## src/rtl/g7t_pkg.sv

```systemverilog
// ---------------------------------------------------------------------------
// G.711 transcoder package
// Shared item types, codes and companding constants of the transcoder.
// ---------------------------------------------------------------------------
package g7t_pkg;

   // Request kinds.
   localparam logic REQ_ENCODE = 1'b0;
   localparam logic REQ_DECODE = 1'b1;

   // Companding laws.
   localparam logic LAW_ALAW = 1'b0;
   localparam logic LAW_ULAW = 1'b1;

   // Control register indexes and widths.
   localparam int CSR_IDX_W  = 1;
   localparam int CSR_DATA_W = 5;
   localparam logic [CSR_IDX_W-1:0] CSR_LAW   = 1'd0;
   localparam logic [CSR_IDX_W-1:0] CSR_DECIM = 1'd1;

   // Decimation factor limits and phase width.
   localparam int PHASE_W = 4;
   localparam logic [CSR_DATA_W-1:0] DECIM_MIN = 5'd1;
   localparam logic [CSR_DATA_W-1:0] DECIM_MAX = 5'd16;

   // A-law constants.
   localparam logic [7:0]  A_MASK_POS  = 8'hD5;
   localparam logic [7:0]  A_MASK_NEG  = 8'h55;
   localparam logic [15:0] A_DEC_BIAS  = 16'h0108;
   localparam logic [15:0] A_DEC_ROUND = 16'd8;

   // u-law constants.
   localparam logic [7:0]  U_MASK_POS = 8'hFF;
   localparam logic [7:0]  U_MASK_NEG = 8'h7F;
   localparam logic [13:0] U_CLIP     = 14'd8159;
   localparam logic [13:0] U_BIAS     = 14'd33;
   localparam logic [15:0] U_DEC_BIAS = 16'h0084;

   // Code of a magnitude above the top segment, before the sign mask.
   localparam logic [7:0] CODE_OVF = 8'h7F;

   // One accepted item that will produce a result.
   typedef struct packed {
      logic              req_type;
      logic              law;
      logic signed [15:0] pcm;
      logic [7:0]        code;
      logic              last;
   } g7t_stage_type;

endpackage

```

## src/rtl/g7t_encode.sv

```systemverilog
// ---------------------------------------------------------------------------
// G.711 encoder
// Compresses one signed 16-bit sample to an A-law or u-law code byte.
// ---------------------------------------------------------------------------
module g7t_encode import g7t_pkg::*; (
   input  logic              law,
   input  logic signed [15:0] pcm,
   output logic [7:0]        code
);

   logic [12:0] a_v;
   logic [11:0] a_mag;
   logic [2:0]  a_seg;
   logic [11:0] a_shr;
   logic [3:0]  a_mant;
   logic [7:0]  a_code;

   logic [13:0] u_v;
   logic [13:0] u_abs;
   logic [13:0] u_clip;
   logic [13:0] u_biased;
   logic [2:0]  u_seg;
   logic        u_ovf;
   logic [3:0]  u_shamt;
   logic [13:0] u_shr;
   logic [7:0]  u_mask;
   logic [7:0]  u_code;

   // A-law: 13-bit value, negative side folded with a one's complement.
   always_comb begin
      a_v   = pcm[15:3];
      a_mag = a_v[12] ? ~a_v[11:0] : a_v[11:0];
      priority if (a_mag[11]) a_seg = 3'd7;
      else if (a_mag[10]) a_seg = 3'd6;
      else if (a_mag[9])  a_seg = 3'd5;
      else if (a_mag[8])  a_seg = 3'd4;
      else if (a_mag[7])  a_seg = 3'd3;
      else if (a_mag[6])  a_seg = 3'd2;
      else if (a_mag[5])  a_seg = 3'd1;
      else                a_seg = 3'd0;
      // The two lowest segments share a step of two.
      a_shr  = (a_seg < 3'd2) ? (a_mag >> 1) : (a_mag >> a_seg);
      a_mant = a_shr[3:0];
      a_code = {1'b0, a_seg, a_mant} ^ (a_v[12] ? A_MASK_NEG : A_MASK_POS);
   end

   // u-law: 14-bit magnitude, clipped and biased.
   always_comb begin
      u_v      = pcm[15:2];
      u_abs    = u_v[13] ? (~u_v + 14'd1) : u_v;
      u_clip   = (u_abs > U_CLIP) ? U_CLIP : u_abs;
      u_biased = u_clip + U_BIAS;
      u_ovf    = u_biased[13];
      priority if (u_biased[12]) u_seg = 3'd7;
      else if (u_biased[11]) u_seg = 3'd6;
      else if (u_biased[10]) u_seg = 3'd5;
      else if (u_biased[9])  u_seg = 3'd4;
      else if (u_biased[8])  u_seg = 3'd3;
      else if (u_biased[7])  u_seg = 3'd2;
      else if (u_biased[6])  u_seg = 3'd1;
      else                   u_seg = 3'd0;
      u_shamt = {1'b0, u_seg} + 4'd1;
      u_shr   = u_biased >> u_shamt;
      u_mask  = u_v[13] ? U_MASK_NEG : U_MASK_POS;
      // A biased magnitude past the top segment saturates.
      u_code  = u_ovf ? (CODE_OVF ^ u_mask) : ({1'b0, u_seg, u_shr[3:0]} ^ u_mask);
   end

   assign code = (law == LAW_ULAW) ? u_code : a_code;

endmodule

```

## config.mk

```make
export PLATFORM = sky130hd
export DESIGN_NAME = g7t_encode
export DESIGN_NICKNAME = d
export VERILOG_FILES = /design/src/rtl/g7t_pkg.sv /design/src/rtl/g7t_encode.sv
export SDC_FILE = /design/constraint.sdc
export NUM_CORES = 1
export LEC_CHECK = 0
export BUFFER_PORTS_ARGS = -buffer_cell sky130_fd_sc_hd__buf_2
export CAP_MARGIN = 40
export CORE_UTILIZATION = 45
export DETAILED_ROUTE_END_ITERATION = 7
export PLACE_DENSITY_LB_ADDON = 0.05
export SLEW_MARGIN = 40
export SYNTH_ARGS = -nofsm -noshare
export SYNTH_HDL_FRONTEND = slang
export SYNTH_SLANG_ARGS = --single-unit
```

## constraint.sdc

```tcl
create_clock -name vclk -period 6.7
set_input_delay 0.335 -clock vclk [all_inputs]
set_output_delay 0.335 -clock vclk [all_outputs]
set_load 0.005 [all_outputs]
```

* Word-level counts from Yosys, hierarchy flattened
Index checks and enable logic that the tools add are counted.
** Operators by class
- Order comparisons :: 2
- Muxes and demuxes :: 22
- Add/sub/neg operators :: 3
- Bitwise logic cells :: 5
- Shift operators :: 2
** Operator list (number)
- $mux 8 :: 4
- $mux 14 :: 2
- $mux 3 :: 8
- $xor 7x8->8 :: 2
- $add 14x1->14 const B :: 1
- $add 14x6->14 const B :: 1
- $gt 14x13->1 const B :: 1
- $not 14->14 :: 1
- $shr 14x4->4 :: 1
- $mux 12 :: 1
- $not 12->12 :: 1
- $shr 12x3->4 :: 1
- $mux 2 :: 4
- $not 7->7 :: 1
- $add 3x1->4 const B :: 1
- $mux 4 :: 1
- $lt 3x2->1 const B :: 1
- $mux 1 :: 2
** Storage, ports and cells
- Output and inout bits :: 8
- Register bits :: 0
- Logic and storage cells :: 34

* Depth between registers and ports, before layout
- Word-level depth :: 18
- Mapped depth :: 20
- Gate-level depth less buffers :: 18

* Worst setup path after synthesis
No wires, ideal clock.
- Path type :: input-to-output
- From :: in pcm[5]
- To :: out code[3]
- Cell stages on the path :: 18
- Data required time :: 6.365 ns
- Arrival :: 4.578 ns
- Slack :: 1.787 ns
- Cells stage by stage :: buf_6 or4_4 buf_6 o41ai_4 xnor2_1 o2111a_4 a21oi_4 o211ai_1 ha_1 inv_1 or4_1 a21boi_0 a221oi_2 o311ai_2 and2_4 mux2_4 a221o_1 a22oi_1
** Between the ends
- Cells in the longest elaborated chain, start to end :: 18
** RTL lines
- start, declared :: RTL line g7t_encode.sv:7 : input logic signed [15:0] pcm,
- $not 14->14 :: RTL line g7t_encode.sv:50 : u_abs = u_v[13] ? (~u_v + 14'd1) : u_v;
- $add 14x1->14 :: RTL line g7t_encode.sv:50
- $mux 14 :: RTL line g7t_encode.sv:50
- $gt 14x13->1 :: RTL line g7t_encode.sv:51 : u_clip = (u_abs > U_CLIP) ? U_CLIP : u_abs;
- $mux 14 :: RTL line g7t_encode.sv:51
- $add 14x6->14 :: RTL line g7t_encode.sv:52 : u_biased = u_clip + U_BIAS;
- $mux 1 :: RTL line g7t_encode.sv:60 : else if (u_biased[6]) u_seg = 3'd1;
- $mux 2 :: RTL line g7t_encode.sv:59 : else if (u_biased[7]) u_seg = 3'd2;
- [2 not listed]
- $mux 3 :: RTL line g7t_encode.sv:56 : else if (u_biased[10]) u_seg = 3'd5;
- $mux 3 :: RTL line g7t_encode.sv:55 : else if (u_biased[11]) u_seg = 3'd6;
- $mux 3 :: RTL line g7t_encode.sv:54 : priority if (u_biased[12]) u_seg = 3'd7;
- $add 3x1->4 :: RTL line g7t_encode.sv:62 : u_shamt = {1'b0, u_seg} + 4'd1;
- $shr 14x4->4 :: RTL line g7t_encode.sv:63 : u_shr = u_biased >> u_shamt;
- $xor 7x8->8 :: RTL line g7t_encode.sv:66 : u_code = u_ovf ? (CODE_OVF ^ u_mask) : ({1'b0, u_seg, u_shr[3:0]} ^ u_mask);
- $mux 8 :: RTL line g7t_encode.sv:66
- $mux 8 * :: RTL line g7t_encode.sv:69 : assign code = (law == LAW_ULAW) ? u_code : a_code;
- end, declared :: RTL line g7t_encode.sv:8 : output logic [7:0] code
Mark *: on every way between the ends. The rest lies on a longest branch, timed or not.

* Final worst setup path
- From :: in pcm[9]
- To :: out code[3]
Same word-level chain as after synthesis.

==> results.toml <==
[run_status]
outcome = "finished clean"

[global_routing]
grt_util_all_layers_pct = 27.17
grt_max_degree = 27
antenna_found_initial = 0
grt_pass1_wl_mm = 11.41
grt_pass1_vias = 2225
globalRouteOverflowTotal = 0

[final_layout]
seq_cells = 0
fillerInstances = 515
seqCellArea_sq_um = 0
diodes = 0
num-nets-final = 353
nClkBuffers = 0
final_area_sq_mm = 0.002330
area_growth_pct = 5.138
drive_above_1_share_pct = 15.96

[worst_setup_path]
cp_max_fo = 15
start_kind = "input port"
path_buf_inv = 3
critPathKind = "in2out"
critical-path-max-stage-delay_ps = 750
crit_path_top_delay_cell = "or4_1"
crit_path_cell_trace = "buf_2 -> or4_1 -> o41ai_4 -> xnor2_1 -> o2111a_4 -> a21oi_4 -> o211ai_1 -> ha_1 -> inv_1 -> or4_1 -> a21boi_0 -> a221oi_2 -> o311ai_2 -> and2_4 -> mux2_4 -> a221o_1 -> a22oi_1 -> buf_2"
critical_path.top_delay_family = "compound AO/OA/AOI/OAI gates"
required_ps = 6360
arrival_ps = 5480
endpoint_kind = "output port"

[floorplan]
die_w_um = 72.17
dieArea_sq_mm = 0.005209
die-height_um = 72.17
boundaryPins = 25
start_util_pct = 46.91
core_sq_mm = 0.004723
rows = 25

[pwr]
netSwitchingPower_w = 0.0001237
combPwrFrac_pct = 100.0
seq_power_share_pct = 0
clkPwrFrac_pct = 0
intPower_w = 0.00008559
peakVddDrop_v = 0.00004591
swShare_pct = 59.10
power.leakage_nw = 0.8639
power_density_mw_per_mm2 = 89.82

[drt]
routed-wl-met2_mm = 3.277
detail_route.vias_per_cell = 6.421
first_pass_iters = 4
vias = 2562
route.met3.wl_um = 191
ant_nets = 0
wirelength_mm = 7.000
drt-wirelength-per-cell_um = 17.54
m1WireLength_mm = 3.477
drc = 0
top_layer_used = "met4"
dr.first_iter.drc_count = 114

[logic_synthesis]
synth_warnings = 0
avgSynthCellArea_sq_um = 6.756
synth_nets = 347
synth_top_area_share_pct = 6.324
syn_inst = 328
synth.area.top_cells = "mux2i_1, xnor2_1, nand2_1, o21ai_0, a21oi_1"
ys_types = 82
seq_area_frac_synth_pct = 0
yosys.area.top_type = "mux2i_1"
synth_common_cells = "nand2_1, o21ai_0, nor2_1"
syn_area_sq_mm = 0.002216
post-synth-top-count-cell = "nand2_1"

[placement]
place_hpwl_mm = 5.385
io_buffer_count = 23
dpl_cell_area_sq_mm = 0.002330
routabilityCongestion = 0.9160

[cts]
cts_resized = 0
postCtsSetupRepairBufs = 0
cts_hold_buf = 0

[sta]
slew_violations = 0
fin_crit_sh_pct = 86.74
setup_violations = 0
setup-tns-final_ps = 0
rsz0062_at_grt = "false"
fmax_mhz = 172.1
hold_viol_final = 0
min_period_ps = 5811
worstMarginPinSlew_ps = 707.3
slew_headroom_pct = 51.50

[run]
drv_cap = 0

[hold_path]
hp-class = "in2out"
-- layout by cell type (no fill, tap or decap), types with 3 or more instances in the layout --
master,Yosys,routed
nand2b_1,3,3
nor2_1,17,17
a21boi_1,3,3
o21ai_0,23,23
a21boi_0,6,6
buf_4,0,4
or3_1,3,3
inv_1,15,15
xor2_1,3,3
nor4_1,3,3
mux2_1,5,5
mux2i_1,14,14
nand2_1,32,32
and2_1,7,7
nor3_1,9,9
buf_2,7,23
o31ai_1,6,6
nand4_1,3,3
xnor2_1,15,15
a21oi_1,15,15
a211o_1,3,3
nor3b_1,3,3
a31oi_1,7,7
nor2b_1,10,10
or2_2,3,3
o21ai_1,7,7
a31o_2,5,5
o22ai_1,4,3
nand3_1,7,7
o211ai_1,8,8
-- power groups by stage --
stage	registers (W)	clock network, W	logic, W
floorplan	0	0	0.000163
global placement	0	0	0.000205
detailed placement	0	0	0.000206
CTS	0	0	0.000207
global route	0	0	0.000230
finish	0	0	0.000209
-- area by class of cell --
type,count,area (sq um),share of cell area [%]
Inverter,16,60.06,2.578
Multi-Input combinational cell,289,2041,87.59
Tap cell,67,83.83,3.598
Timing Repair Buffer,27,145.1,6.230
-- metal layers --
layer	track usage, %	vias up
met4	3.922	0
li1	-	1272
met2	45.90	55
met3	0.1389	6
met5	0	-
met1	39.52	1229
-- logic make-up after synthesis --
| group | Yosys count | synth area share (%) |
|---|---|---|
| AO/OA/AOI/OAI | 129 | 44.04 |
| XOR/XNOR | 18 | 7.115 |
| adder cells (fa/ha/maj) | 2 | 1.129 |
| buffers and inverters | 39 | 8.186 |
| multiplexers | 21 | 10.05 |
| AND/OR/NAND/NOR | 119 | 29.48 |
-- path summary, 6_finish.rpt --
kind / startpoint / to / slack [ps] / depth (start not counted)
worst max-delay path: pcm[9] / code[3] / 890 / 18
worst min-delay path: law / code[4] / 1060 / 3
-- stage by stage --
stage / hold WS, ps / setup slack, ps / cells / power, W / utilization (%)
6_report: 1061 / 888.7 / 399 / 0.0002093 / 49.32
3_5_place_dp: 1067 / 978.2 / 399 / 0.0002060 / 49.32
3_3_place_gp: 1060 / 1028 / 399 / 0.0002047 / 49.19
4_1_cts: 1069 / 970.4 / 399 / 0.0002068 / 49.32
2_1_floorplan: 743.8 / 1787 / 328 / 0.0001631 / -
5_1_grt: 1098 / 666.1 / 399 / 0.0002304 / 49.32
Power figures use the tool's default switching activity.
