**config.mk**
```make
export PLATFORM = sky130hd
export DESIGN_NAME = g7t_decode
export DESIGN_NICKNAME = d
export VERILOG_FILES = /design/src/rtl/g7t_pkg.sv /design/src/rtl/g7t_decode.sv
export SDC_FILE = /design/constraint.sdc
export NUM_CORES = 1
export LEC_CHECK = 0
export ABC_AREA = 1
export BUFFER_PORTS_ARGS = -buffer_cell sky130_fd_sc_hd__buf_4
export CORE_ASPECT_RATIO = 1.25
export CORE_MARGIN = 4
export CORE_UTILIZATION = 35
export DETAILED_ROUTE_END_ITERATION = 8
export GPL_TIMING_DRIVEN = 0
export SLEW_MARGIN = 15
export SYNTH_ARGS = -nofsm -noshare
export SYNTH_HDL_FRONTEND = slang
export SYNTH_SLANG_ARGS = --single-unit
```
**constraint.sdc**
```tcl
create_clock -name vclk -period 3.2
set_clock_uncertainty 0.2 [all_clocks]
set_input_delay 0.32 -clock vclk [all_inputs]
set_output_delay 0.32 -clock vclk [all_outputs]
set_load 0.01 [all_outputs]
```
**src/rtl/g7t_pkg.sv**
```systemverilog
// ---------------------------------------------------------------------------
// G.711 transcoder package
// Shared item types, codes and companding constants of the transcoder.
// ---------------------------------------------------------------------------
package g7t_pkg;

   // Request kinds.
   localparam logic REQ_ENCODE = 1'b0;
   localparam logic REQ_DECODE = 1'b1;

   // Companding laws.
   localparam logic LAW_ALAW = 1'b0;
   localparam logic LAW_ULAW = 1'b1;

   // Control register indexes and widths.
   localparam int CSR_IDX_W  = 1;
   localparam int CSR_DATA_W = 5;
   localparam logic [CSR_IDX_W-1:0] CSR_LAW   = 1'd0;
   localparam logic [CSR_IDX_W-1:0] CSR_DECIM = 1'd1;

   // Decimation factor limits and phase width.
   localparam int PHASE_W = 4;
   localparam logic [CSR_DATA_W-1:0] DECIM_MIN = 5'd1;
   localparam logic [CSR_DATA_W-1:0] DECIM_MAX = 5'd16;

   // A-law constants.
   localparam logic [7:0]  A_MASK_POS  = 8'hD5;
   localparam logic [7:0]  A_MASK_NEG  = 8'h55;
   localparam logic [15:0] A_DEC_BIAS  = 16'h0108;
   localparam logic [15:0] A_DEC_ROUND = 16'd8;

   // u-law constants.
   localparam logic [7:0]  U_MASK_POS = 8'hFF;
   localparam logic [7:0]  U_MASK_NEG = 8'h7F;
   localparam logic [13:0] U_CLIP     = 14'd8159;
   localparam logic [13:0] U_BIAS     = 14'd33;
   localparam logic [15:0] U_DEC_BIAS = 16'h0084;

   // Code of a magnitude above the top segment, before the sign mask.
   localparam logic [7:0] CODE_OVF = 8'h7F;

   // One accepted item that will produce a result.
   typedef struct packed {
      logic              req_type;
      logic              law;
      logic signed [15:0] pcm;
      logic [7:0]        code;
      logic              last;
   } g7t_stage_type;

endpackage

```
**src/rtl/g7t_decode.sv**
```systemverilog
// ---------------------------------------------------------------------------
// G.711 decoder
// Expands one A-law or u-law code byte to a signed 16-bit sample.
// ---------------------------------------------------------------------------
module g7t_decode import g7t_pkg::*; (
   input  logic              law,
   input  logic [7:0]        code,
   output logic signed [15:0] pcm
);

   logic [7:0]  a_b;
   logic [15:0] a_base;
   logic [15:0] a_t;
   logic [7:0]  u_b;
   logic [15:0] u_t;
   logic [15:0] a_pcm;
   logic [15:0] u_pcm;

   // A-law: segment zero has its own rounding offset.
   always_comb begin
      a_b    = code ^ A_MASK_NEG;
      a_base = {8'd0, a_b[3:0], 4'd0};
      if (a_b[6:4] == 3'd0) begin
         a_t = a_base + A_DEC_ROUND;
      end else begin
         a_t = (a_base + A_DEC_BIAS) << (a_b[6:4] - 3'd1);
      end
      a_pcm = a_b[7] ? a_t : (16'd0 - a_t);
   end

   // u-law: add the bias, scale by the segment, then remove the bias.
   always_comb begin
      u_b   = ~code;
      u_t   = ({9'd0, u_b[3:0], 3'd0} + U_DEC_BIAS) << u_b[6:4];
      u_pcm = u_b[7] ? (U_DEC_BIAS - u_t) : (u_t - U_DEC_BIAS);
   end

   assign pcm = (law == LAW_ULAW) ? u_pcm : a_pcm;

endmodule

```
Word-level counts from Yosys, hierarchy flattened

Cells that the tools add are included.

Order comparisons: 0
Shifts and indexed selects: 2
Bitwise operators: 2
$mul: 0
Divide/modulo/power cells: 0
Reductions and logical operators: 1
Add/subtract/negate cells: 7
Multiplexer cells: 4
Equal/unequal tests: 0

Operator list:

| cell                                                | count |
|---|---|
| 2-to-1 mux 16 bit                                   | 4 |
| << shifter 10 x 3 -> 16 bit                         | 1 |
| << shifter 9 x 3 -> 16 bit                          | 1 |
| subtractor 1 x 16 -> 16 bit (first input constant)  | 1 |
| subtractor 16 x 8 -> 16 bit (second input constant) | 1 |
| subtractor 8 x 16 -> 16 bit (first input constant)  | 1 |
| adder 8 x 9 -> 10 bit (second input constant)       | 1 |
| adder 7 x 8 -> 9 bit (second input constant)        | 1 |
| adder 8 x 4 -> 9 bit (second input constant)        | 1 |
| inverter 8 bit                                      | 1 |
| inverter 4 bit                                      | 1 |
| zero test 3 bit                                     | 1 |
| subtractor 3 x 1 -> 3 bit (second input constant)   | 1 |

Output and inout port bits: 16
Input bits: 9
Memory bits (read-only): 0
Register bits: 0
Memory bits (writable): 0
Bits in latches: 0
Logic and storage cells: 16
Memories kept: 0

Depth between registers and ports, before layout

Gate-level depths: netlist of the first run.

Depth after elaboration: 7
Mapped depth: 19
Gate-level depth less buffers: 17

Worst setup path after synthesis of the first run

Ideal clock, no wire load.

Kind: input-to-output
Start point: input code[4]
End point: output pcm[13]
Slack: 444 ps
Stages: 17
Buffers on the path: 2
Arrival: 2236 ps
Required time: 2680 ps
Cell sequence: buf_6 -> inv_4 -> buf_12 -> ha_1 -> inv_1 -> nand2_1 -> inv_1 -> a21boi_0 -> ha_1 -> nand3_1 -> nor2_2 -> nand2_2 -> nand2_4 -> nand2_2 -> nand2_1 -> nand3_1 -> nand2_1

Longest elaborated chain between the ends: 7

Ends and longest elaborated chain:

| item                        | line             | source |
|---|---|---|
| from (decl)                 | g7t_decode.sv:7  | `input logic [7:0] code,` |
| inverter 4 bit (no line)    | --               |  |
| subtractor 3 x 1 -> 3 bit   | g7t_decode.sv:26 | `a_t = (a_base + A_DEC_BIAS) << (a_b[6:4] - 3'd1);` |
| << shifter 10 x 3 -> 16 bit | g7t_decode.sv:26 |  |
| 2-to-1 mux 16 bit           | g7t_decode.sv:23 | `if (a_b[6:4] == 3'd0) begin` |
| subtractor 1 x 16 -> 16 bit | g7t_decode.sv:28 | `a_pcm = a_b[7] ? a_t : (16'd0 - a_t);` |
| 2-to-1 mux 16 bit           | g7t_decode.sv:28 |  |
| 2-to-1 mux 16 bit *         | g7t_decode.sv:38 | `assign pcm = (law == LAW_ULAW) ? u_pcm : a_pcm;` |
| to (decl)                   | g7t_decode.sv:8  | `output logic signed [15:0] pcm` |

Every way passes the cells marked *; elsewhere a longest branch is shown, timed or not.

Final worst setup path of the first run

Same ends and word-level chain as after synthesis.

==> results of run 1 <==
## per-layer routing
layer / vias to the layer above / track usage [%]
met3: 6 / 0.115
met1: 956 / 23.5
met2: 50 / 32.4
li1: 1158 / -
met4: 0 / 3.59
met5: - / 0
## what timing repair did
item,CTS,global route
gates cloned,0,0
buffers inserted,0,0
endpoints found under the setup margin,5,6
resized for setup,2,2
pin swaps,0,0
## worst min path at each step
stage          slack [ps]  endpoint
3_5_place_dp          820    pcm[6]
2_1_floorplan         570    pcm[6]
3_3_place_gp          810    pcm[6]
6_report              820    pcm[6]
4_1_cts               820    pcm[6]
5_1_grt               860    pcm[6]
## logic make-up after synthesis
logic type                 after synthesis  synth area share [%]
and+or+nand+nor                        256                  69.0
buffers and inverters                   50                  14.4
other                                    1                 0.215
AOI/OAI and AO/OA                       29                  9.89
adders and majority gates                9                  6.45
## final cells by class
| cell class | instances | area, µm² | share of cell area [%] |
|---|---|---|---|
| plain buffers | 15 | 118 | 5.86 |
| inverters | 35 | 138 | 6.86 |
| multi-input cells | 296 | 1510 | 75.3 |
| well taps | 60 | 75.1 | 3.74 |
| repair buffers | 22 | 165 | 8.23 |
## cell usage after synthesis (all sizes together)
master	count
a21oi	3
nand4	5
nor3	2
o2111ai	1
clkinv	2
buf	12
nand2	147
inv	33
nor2	33
nand3b	3
nand3	64
o21bai	2
o21ai	19
o22ai	2
o211ai	1
clkbuf	3
or2	2
ha	9
conb	1
a21boi	1
## power breakdown
part	internal, mW	leakage [nW]	switching, mW
registers	0	0	0
clock network	0	0	0
logic	0.152	1.12	0.254
==> impl_metrics.ini, run 1 <==
[finish]
nets = 388
fin_cells = 428
post-route-util_pct = 41.8
n_fill_cell = 569
seq_cell_count = 0
area_growth_pct = 14.9
fin_area_um2 = 2010
final_cell_mix = nand2_1, nand3_1, buf_4, inv_1, nor2_1
register_area_um2 = 0
diodes = 0
final_common_cell = nand2_1
clockBufferCount = 0
drive_gt1_share_pct = 22.8

[synth]
ys.warnings.count = 0
synth_area_leaders = nand2_1, nand3_1, ha_1
synth.largest_area_cell = nand2_1
synth_area_um2 = 1750
synth_top_area_share_pct = 26.9
synth_cells = 345
postSynthAreaPerCell_um2 = 5.06
ys_types = 35
ys_seq_area_share_pct = 0

[worst_setup_path]
cp_top_family = simple AND/OR/NAND/NOR gates
cp-start-kind = input pin
path_buf_inv = 7
endpoint_kind = output port
critPathCapture = pcm[13]
cp.required_ps = 2680
crit_type = input pin to output port
cpPeakStageDelay_ps = 300
critPathSlowestCell = ha_4
crit_path_cell_trace = buf_4, buf_6, inv_4, buf_12, ha_4, inv_1, nand2_1, inv_1, a21boi_1, ha_1, nand3_1, nor2_2, nand2_2, nand2_4, nand2_2, nand2_1, nand3_1, nand2_1, buf_4
cp.arrival_ps = 2470
path_depth = 19
critPathLaunch = code[4]
worstPathMaxFanout = 11
cp_common_cell = nand2_1

[detailed_routing]
wl_met2_um = 2600
drc = 0
met1_length_um = 2520
ant_nets = 0
top_layer_used = met4
drt_pass1_iterations = 5
via_per_inst = 5.07
wirelength_um = 5370
drt_iter0_markers = 129
via_count = 2170
wl_per_cell_um = 12.5
wl_met3_um = 166

[power]
powerDensity_nw_per_um2 = 202
peakVddDrop_uv = 79.1
p_leak_nw = 1.12
totalPowerFinal_uw = 406

[floorplan]
die_area_um2 = 6190
io_pins = 25
die_h_um = 87.0
rows = 28
start_util_pct = 36.4
die_w_um = 71.2
core_um2 = 4800

[sta]
maxSlewHeadroom_pct = 66.4
holdWs_ps = 816
setup_viol = 0
fmax_mhz = 334
tightest_slew_ps = 503
period_needed_ps = 2990
tns_ps = 0
finalHoldViolations = 0
setup_ws_ps = 210
rsz0062_at_grt = false
maxSlewViolCount = 0
timing.final.crit_share_pct = 93.4

[clock_network]
postCtsHoldBufs = 0

[global_route]
grt_pass1_wl_um = 9280
antenna_found_initial = 0
grt_use_total_pct = 17.8
grt_max_degree = 12
grt_pass1_vias = 2034
overflow = 0

[run]
cap_violations = 0

[outcome]
outcome = completed

[hold_path]
holdCritStartpoint = law
whs_path_depth = 4
hold_path_class = input pin to output port

[place]
postPlaceCellArea_um2 = 1990
port_buffers = 22
pre_cts_slack_ps = -89.3
gp_congestion = 0.843
dp_cells = 428
dp_hpwl_um = 4490
Power figures use the tool's default switching activity.
==> run 2, diff against run 1 <==
--- a/config.mk
+++ b/config.mk
@@ -5,7 +5,7 @@
 export SDC_FILE = /design/constraint.sdc
 export NUM_CORES = 1
 export LEC_CHECK = 0
-export ABC_AREA = 1
+export ABC_AREA = 0
 export BUFFER_PORTS_ARGS = -buffer_cell sky130_fd_sc_hd__buf_4
 export CORE_ASPECT_RATIO = 1.25
 export CORE_MARGIN = 4
==> impl_metrics.ini, run 2 <==
[sta]
maxSlewHeadroom_pct = 56.4
finalHoldViolations = 0
rsz0062_at_grt = true
tightest_slew_ps = 654
period_needed_ps = 3180
timing.final.crit_share_pct = 99.5
maxSlewViolCount = 0
tns_ps = 0
setup_viol = 0
holdWs_ps = 914
fmax_mhz = 314

[power]
p_seq_share_pct = 0
switching_share_pct = 53.7
switchingPower_uw = 304
powerDensity_nw_per_um2 = 217
peakVddDrop_uv = 87.4
clockPowerShare_pct = 0
power.internal_uw = 262
combPwrFrac_pct = 100.0
p_leak_nw = 1.04
totalPowerFinal_uw = 566

[synth]
synth_top_area_share_pct = 6.26
postSynthAreaPerCell_um2 = 6.76
synth_xor_xnor_area_share_pct = 7.24
synth_cells = 266
synth_area_um2 = 1800
synth.largest_area_cell = ha_1
synth_top_family_by_area = compound AO/OA/AOI/OAI gates
synth-compound-area-share_pct = 36.8
yosysMostFrequentCell = nor2_1
synth.mux.area_fraction_pct = 10.7
synthTopCellsByCount = nor2_1, nand2_1, a21oi_1, o21ai_0, inv_1
ys_types = 69
yosys.area_share.simple_pct = 28.0
synth-adder-area-share_pct = 6.26
ys_seq_area_share_pct = 0
synth_area_leaders = ha_1, nor2_1, a21oi_1
ys.warnings.count = 0

[worst_setup_path]
cp.required_ps = 2680
critPathSlowestCell = or3b_4
critPathLaunch = code[5]
cpPeakStageDelay_ps = 420
crit_path_cell_trace = buf_12, clkinvlp_4, ha_4, or3b_4, buf_4, nand2_4, a311oi_4, ha_2, and3_4, nand3_4, nor4_2, a2111oi_2, buf_4
cp_common_cell = buf_4
endpoint_kind = output port
worstPathMaxFanout = 8
crit_type = input pin to output port
cp.arrival_ps = 2660
cp-start-kind = input pin

[finish]
area_growth_pct = 45.2
final_cell_mix = buf_4, nor2_1, nand2_1, a21oi_1, o21ai_0
clockBufferCount = 0
register_area_um2 = 0
drive_gt1_share_pct = 40.1
nets = 332
diodes = 0
fin_area_um2 = 2610
post-route-util_pct = 53.6
final_common_cell = buf_4
seq_cell_count = 0

[outcome]
outcome = completed

[floorplan]
io_pins = 25
core_um2 = 4870
die_h_um = 88.1
start_util_pct = 36.9
die_area_um2 = 6350
die_w_um = 72.1
rows = 28

[global_route]
grt_pass1_wl_um = 10100
overflow = 0
antenna_found_initial = 0
grt_max_degree = 20
grt_use_total_pct = 19.5
grt_pass1_vias = 2003

[detailed_routing]
drt_iter0_markers = 192
drt_pass1_iterations = 4
drc = 0
wirelength_um = 6580
wl_per_cell_um = 17.7
ant_nets = 0
via_count = 2264
via_per_inst = 6.09

[place]
gp_congestion = 0.916
port_buffers = 22
dp_hpwl_um = 4710
postPlaceCellArea_um2 = 2040

[hold_path]
holdCritStartpoint = code[7]
hold_path_class = input pin to output port

[run]
cap_violations = 0
run 2: path summary, 6_finish.rpt:
kind,cells past startpoint,endpoint,slack [ps]
hold / removal,4,pcm[14],910
setup / recovery,13,pcm[13],20
run 2: metal layers:
metal,up-vias,wire length (µm),GRT usage (%)
met1,1079,2750,26.6
met5,-,0,0
li1,1074,-,-
met4,0,248,5.81
met2,93,3240,33.1
met3,18,345,0.689
run 2: kinds of logic (layout without fill, tap and decap cells):
logic type / after synthesis / in the layout
AOI/OAI and AO/OA: 91 / 91
xor gates and xnor gates: 14 / 14
adders and majority gates: 9 / 9
buffers and inverters: 36 / 81
muxes: 14 / 14
other: 1 / 2
and+or+nand+nor: 101 / 101
run 2: worst max-delay path: cells and delay by family:
kind                     cells  cell delay, ps
AND/OR/NAND/NOR              5             810
buffers and inverters        4             570
AO/OA/AOI/OAI                2             490
adder cells (fa/ha/maj)      2             460
run 2: stage by stage:
stage / std cells / setup WS, ps
after floorplan: 267 / 113
after global placement: 349 / -357
after detailed placement: 349 / -370
after CTS: 360 / 12.0
after global routing: 372 / -69.5
final: 372 / 15.3
run 2: layout make-up:
class | count | area, µm²
buffer | 20 | 159
fill | 452 | 2260
inverter | 14 | 63.8
multi-input combinational | 231 | 1920
tap | 60 | 75.1
timing repair buffer | 47 | 390
run 2: repair_timing:
item,CTS,global route
gates resized for setup,33,48
setup endpoints to repair,10,8
setup buffers,13,11
hold buffers,0,0
cloned,0,1
pin swaps,13,19
run 2: power groups by stage:
stage          combinational, mW  sequential, mW  clock (mW)
2_1_floorplan              0.293               0           0
3_3_place_gp               0.421               0           0
3_5_place_dp               0.422               0           0
4_1_cts                    0.471               0           0
5_1_grt                    0.606               0           0
6_report                   0.566               0           0
==> run 3, diff against run 2 <==
--- a/config.mk
+++ b/config.mk
@@ -12,6 +12,7 @@
 export CORE_UTILIZATION = 35
 export DETAILED_ROUTE_END_ITERATION = 8
 export GPL_TIMING_DRIVEN = 0
+export PLACE_DENSITY = 0.63
 export SLEW_MARGIN = 15
 export SYNTH_ARGS = -nofsm -noshare
 export SYNTH_HDL_FRONTEND = slang
==> constraint.sdc (replaced) <==
create_clock -name vclk -period 3.13
set_clock_uncertainty 0.2 [all_clocks]
set_input_delay 0.313 -clock vclk [all_inputs]
set_output_delay 0.313 -clock vclk [all_outputs]
set_load 0.01 [all_outputs]
==> impl_metrics.ini, run 3 (synthesized netlist as in run 2, its figures left out) <==
[outcome]
outcome = completed

[hold_path]
hold_path_class = input pin to output port
min_to = pcm[14]
whs_path_depth = 4
holdCritStartpoint = code[7]

[sta]
finalHoldViolations = 0
setup_viol = 0
setup_ws_ps = 69.6
maxSlewHeadroom_pct = 61.4
tightest_slew_ps = 578
maxSlewViolCount = 0
timing.final.crit_share_pct = 97.8
fmax_mhz = 327
rsz0062_at_grt = true
period_needed_ps = 3060

[floorplan]
rows = 28
die_w_um = 72.1
die_area_um2 = 6350
die_h_um = 88.1
start_util_pct = 36.9
io_pins = 25
core_um2 = 4870

[global_route]
grt_use_total_pct = 19.0
grt_pass1_wl_um = 9860
grt_pass1_vias = 2025
overflow = 0
antenna_found_initial = 0
grt_max_degree = 20

[place]
gp_congestion = 0.914
dp_hpwl_um = 4780
pre_cts_slack_ps = -403
port_buffers = 22

[run]
cap_violations = 0

[power]
p_leak_nw = 1.02
powerDensity_nw_per_um2 = 213
peakVddDrop_uv = 65.3
totalPowerFinal_uw = 538

[finish]
clockBufferCount = 0
area_growth_pct = 40.3
final_common_cell = buf_4
final_cell_mix = buf_4, nor2_1, nand2_1, a21oi_1, o21ai_0
nets = 334
n_fill_cell = 479
drive_gt1_share_pct = 37.9
diodes = 0
register_area_um2 = 0
seq_cell_count = 0

[worst_setup_path]
worstPathMaxFanout = 6
crit_path_cell_trace = buf_12, clkinvlp_4, ha_4, buf_6, or3b_4, a211oi_4, a211oi_4, buf_6, and4_1, a2111o_1, o211ai_2, buf_4
cp-start-kind = input pin
endpoint_kind = output port
cp.required_ps = 2620
cp_top_family = compound AO/OA/AOI/OAI gates
cp.arrival_ps = 2550
critPathSlowestCell = or3b_4
path_buf_inv = 5
crit_type = input pin to output port
cpPeakStageDelay_ps = 410

[detailed_routing]
drt_iter0_markers = 148
wirelength_um = 6240
drt_pass1_iterations = 7
drc = 0
via_per_inst = 5.78
ant_nets = 0
wl_per_cell_um = 16.7
via_count = 2163

[clock_network]
postCtsHoldBufs = 0
==> run 3: cell types whose count changed in the layout (fill, tap and decap cells not counted), moves of 2 or more <==
cell,previous run,this run
nor4_4,2,0
buf_4,47,50
ha_4,5,3
ha_2,1,3
==> run 3: layout make-up <==
class	instances	area (µm²)	area share, %
plain buffers	20	156	6.20
inverters	14	61.3	2.43
multi-input cells	231	1840	72.9
well taps	60	75.1	2.98
repair buffers	49	392	15.5
==> run 3: how the worst max path moves through the flow <==
stage | from | endpoint | depth (start not counted)
final | code[5] | pcm[12] | 12
after CTS | code[5] | pcm[12] | 11
after floorplan | code[5] | pcm[13] | 11
after global routing | code[5] | pcm[10] | 11
after detailed placement | code[4] | pcm[10] | 13
after global placement | code[4] | pcm[10] | 13
==> run 3: where the power goes <==
part	switching, mW	leakage, nW	total [mW]	internal [mW]
logic	0.287	1.02	0.538	0.251
registers	0	0	0	0
clock network	0	0	0	0
==> run 3: metrics by stage <==
stage	hold WS, ps	setup TNS (ps)	utilization, %	instances	cell area (µm²)
after floorplan	631	0	-	267	1800
after global placement	904	-2550	41.9	349	2040
after detailed placement	896	-2630	41.9	349	2040
after CTS	898	0	47.1	358	2290
after global routing	916	-40.1	51.8	374	2520
final	899	0	51.8	374	2520
==> run 3: routing by layer <==
metal	vias up	part of all wire (%)	global-route usage, %
met4	0	4.1	6.67
met2	75	50	33.6
met1	1001	42	24.6
met3	20	4.1	0.689
met5	-	0	0
li1	1067	-	-
==> run 3: timing repair <==
action                                  4_1_cts  5_1_grt
cloned                                        0        0
setup buffers                                11       16
gates resized for setup                      41       24
hold endpoints to repair                      0        0
endpoints found under the setup margin       11       10
pin swaps                                    10       20
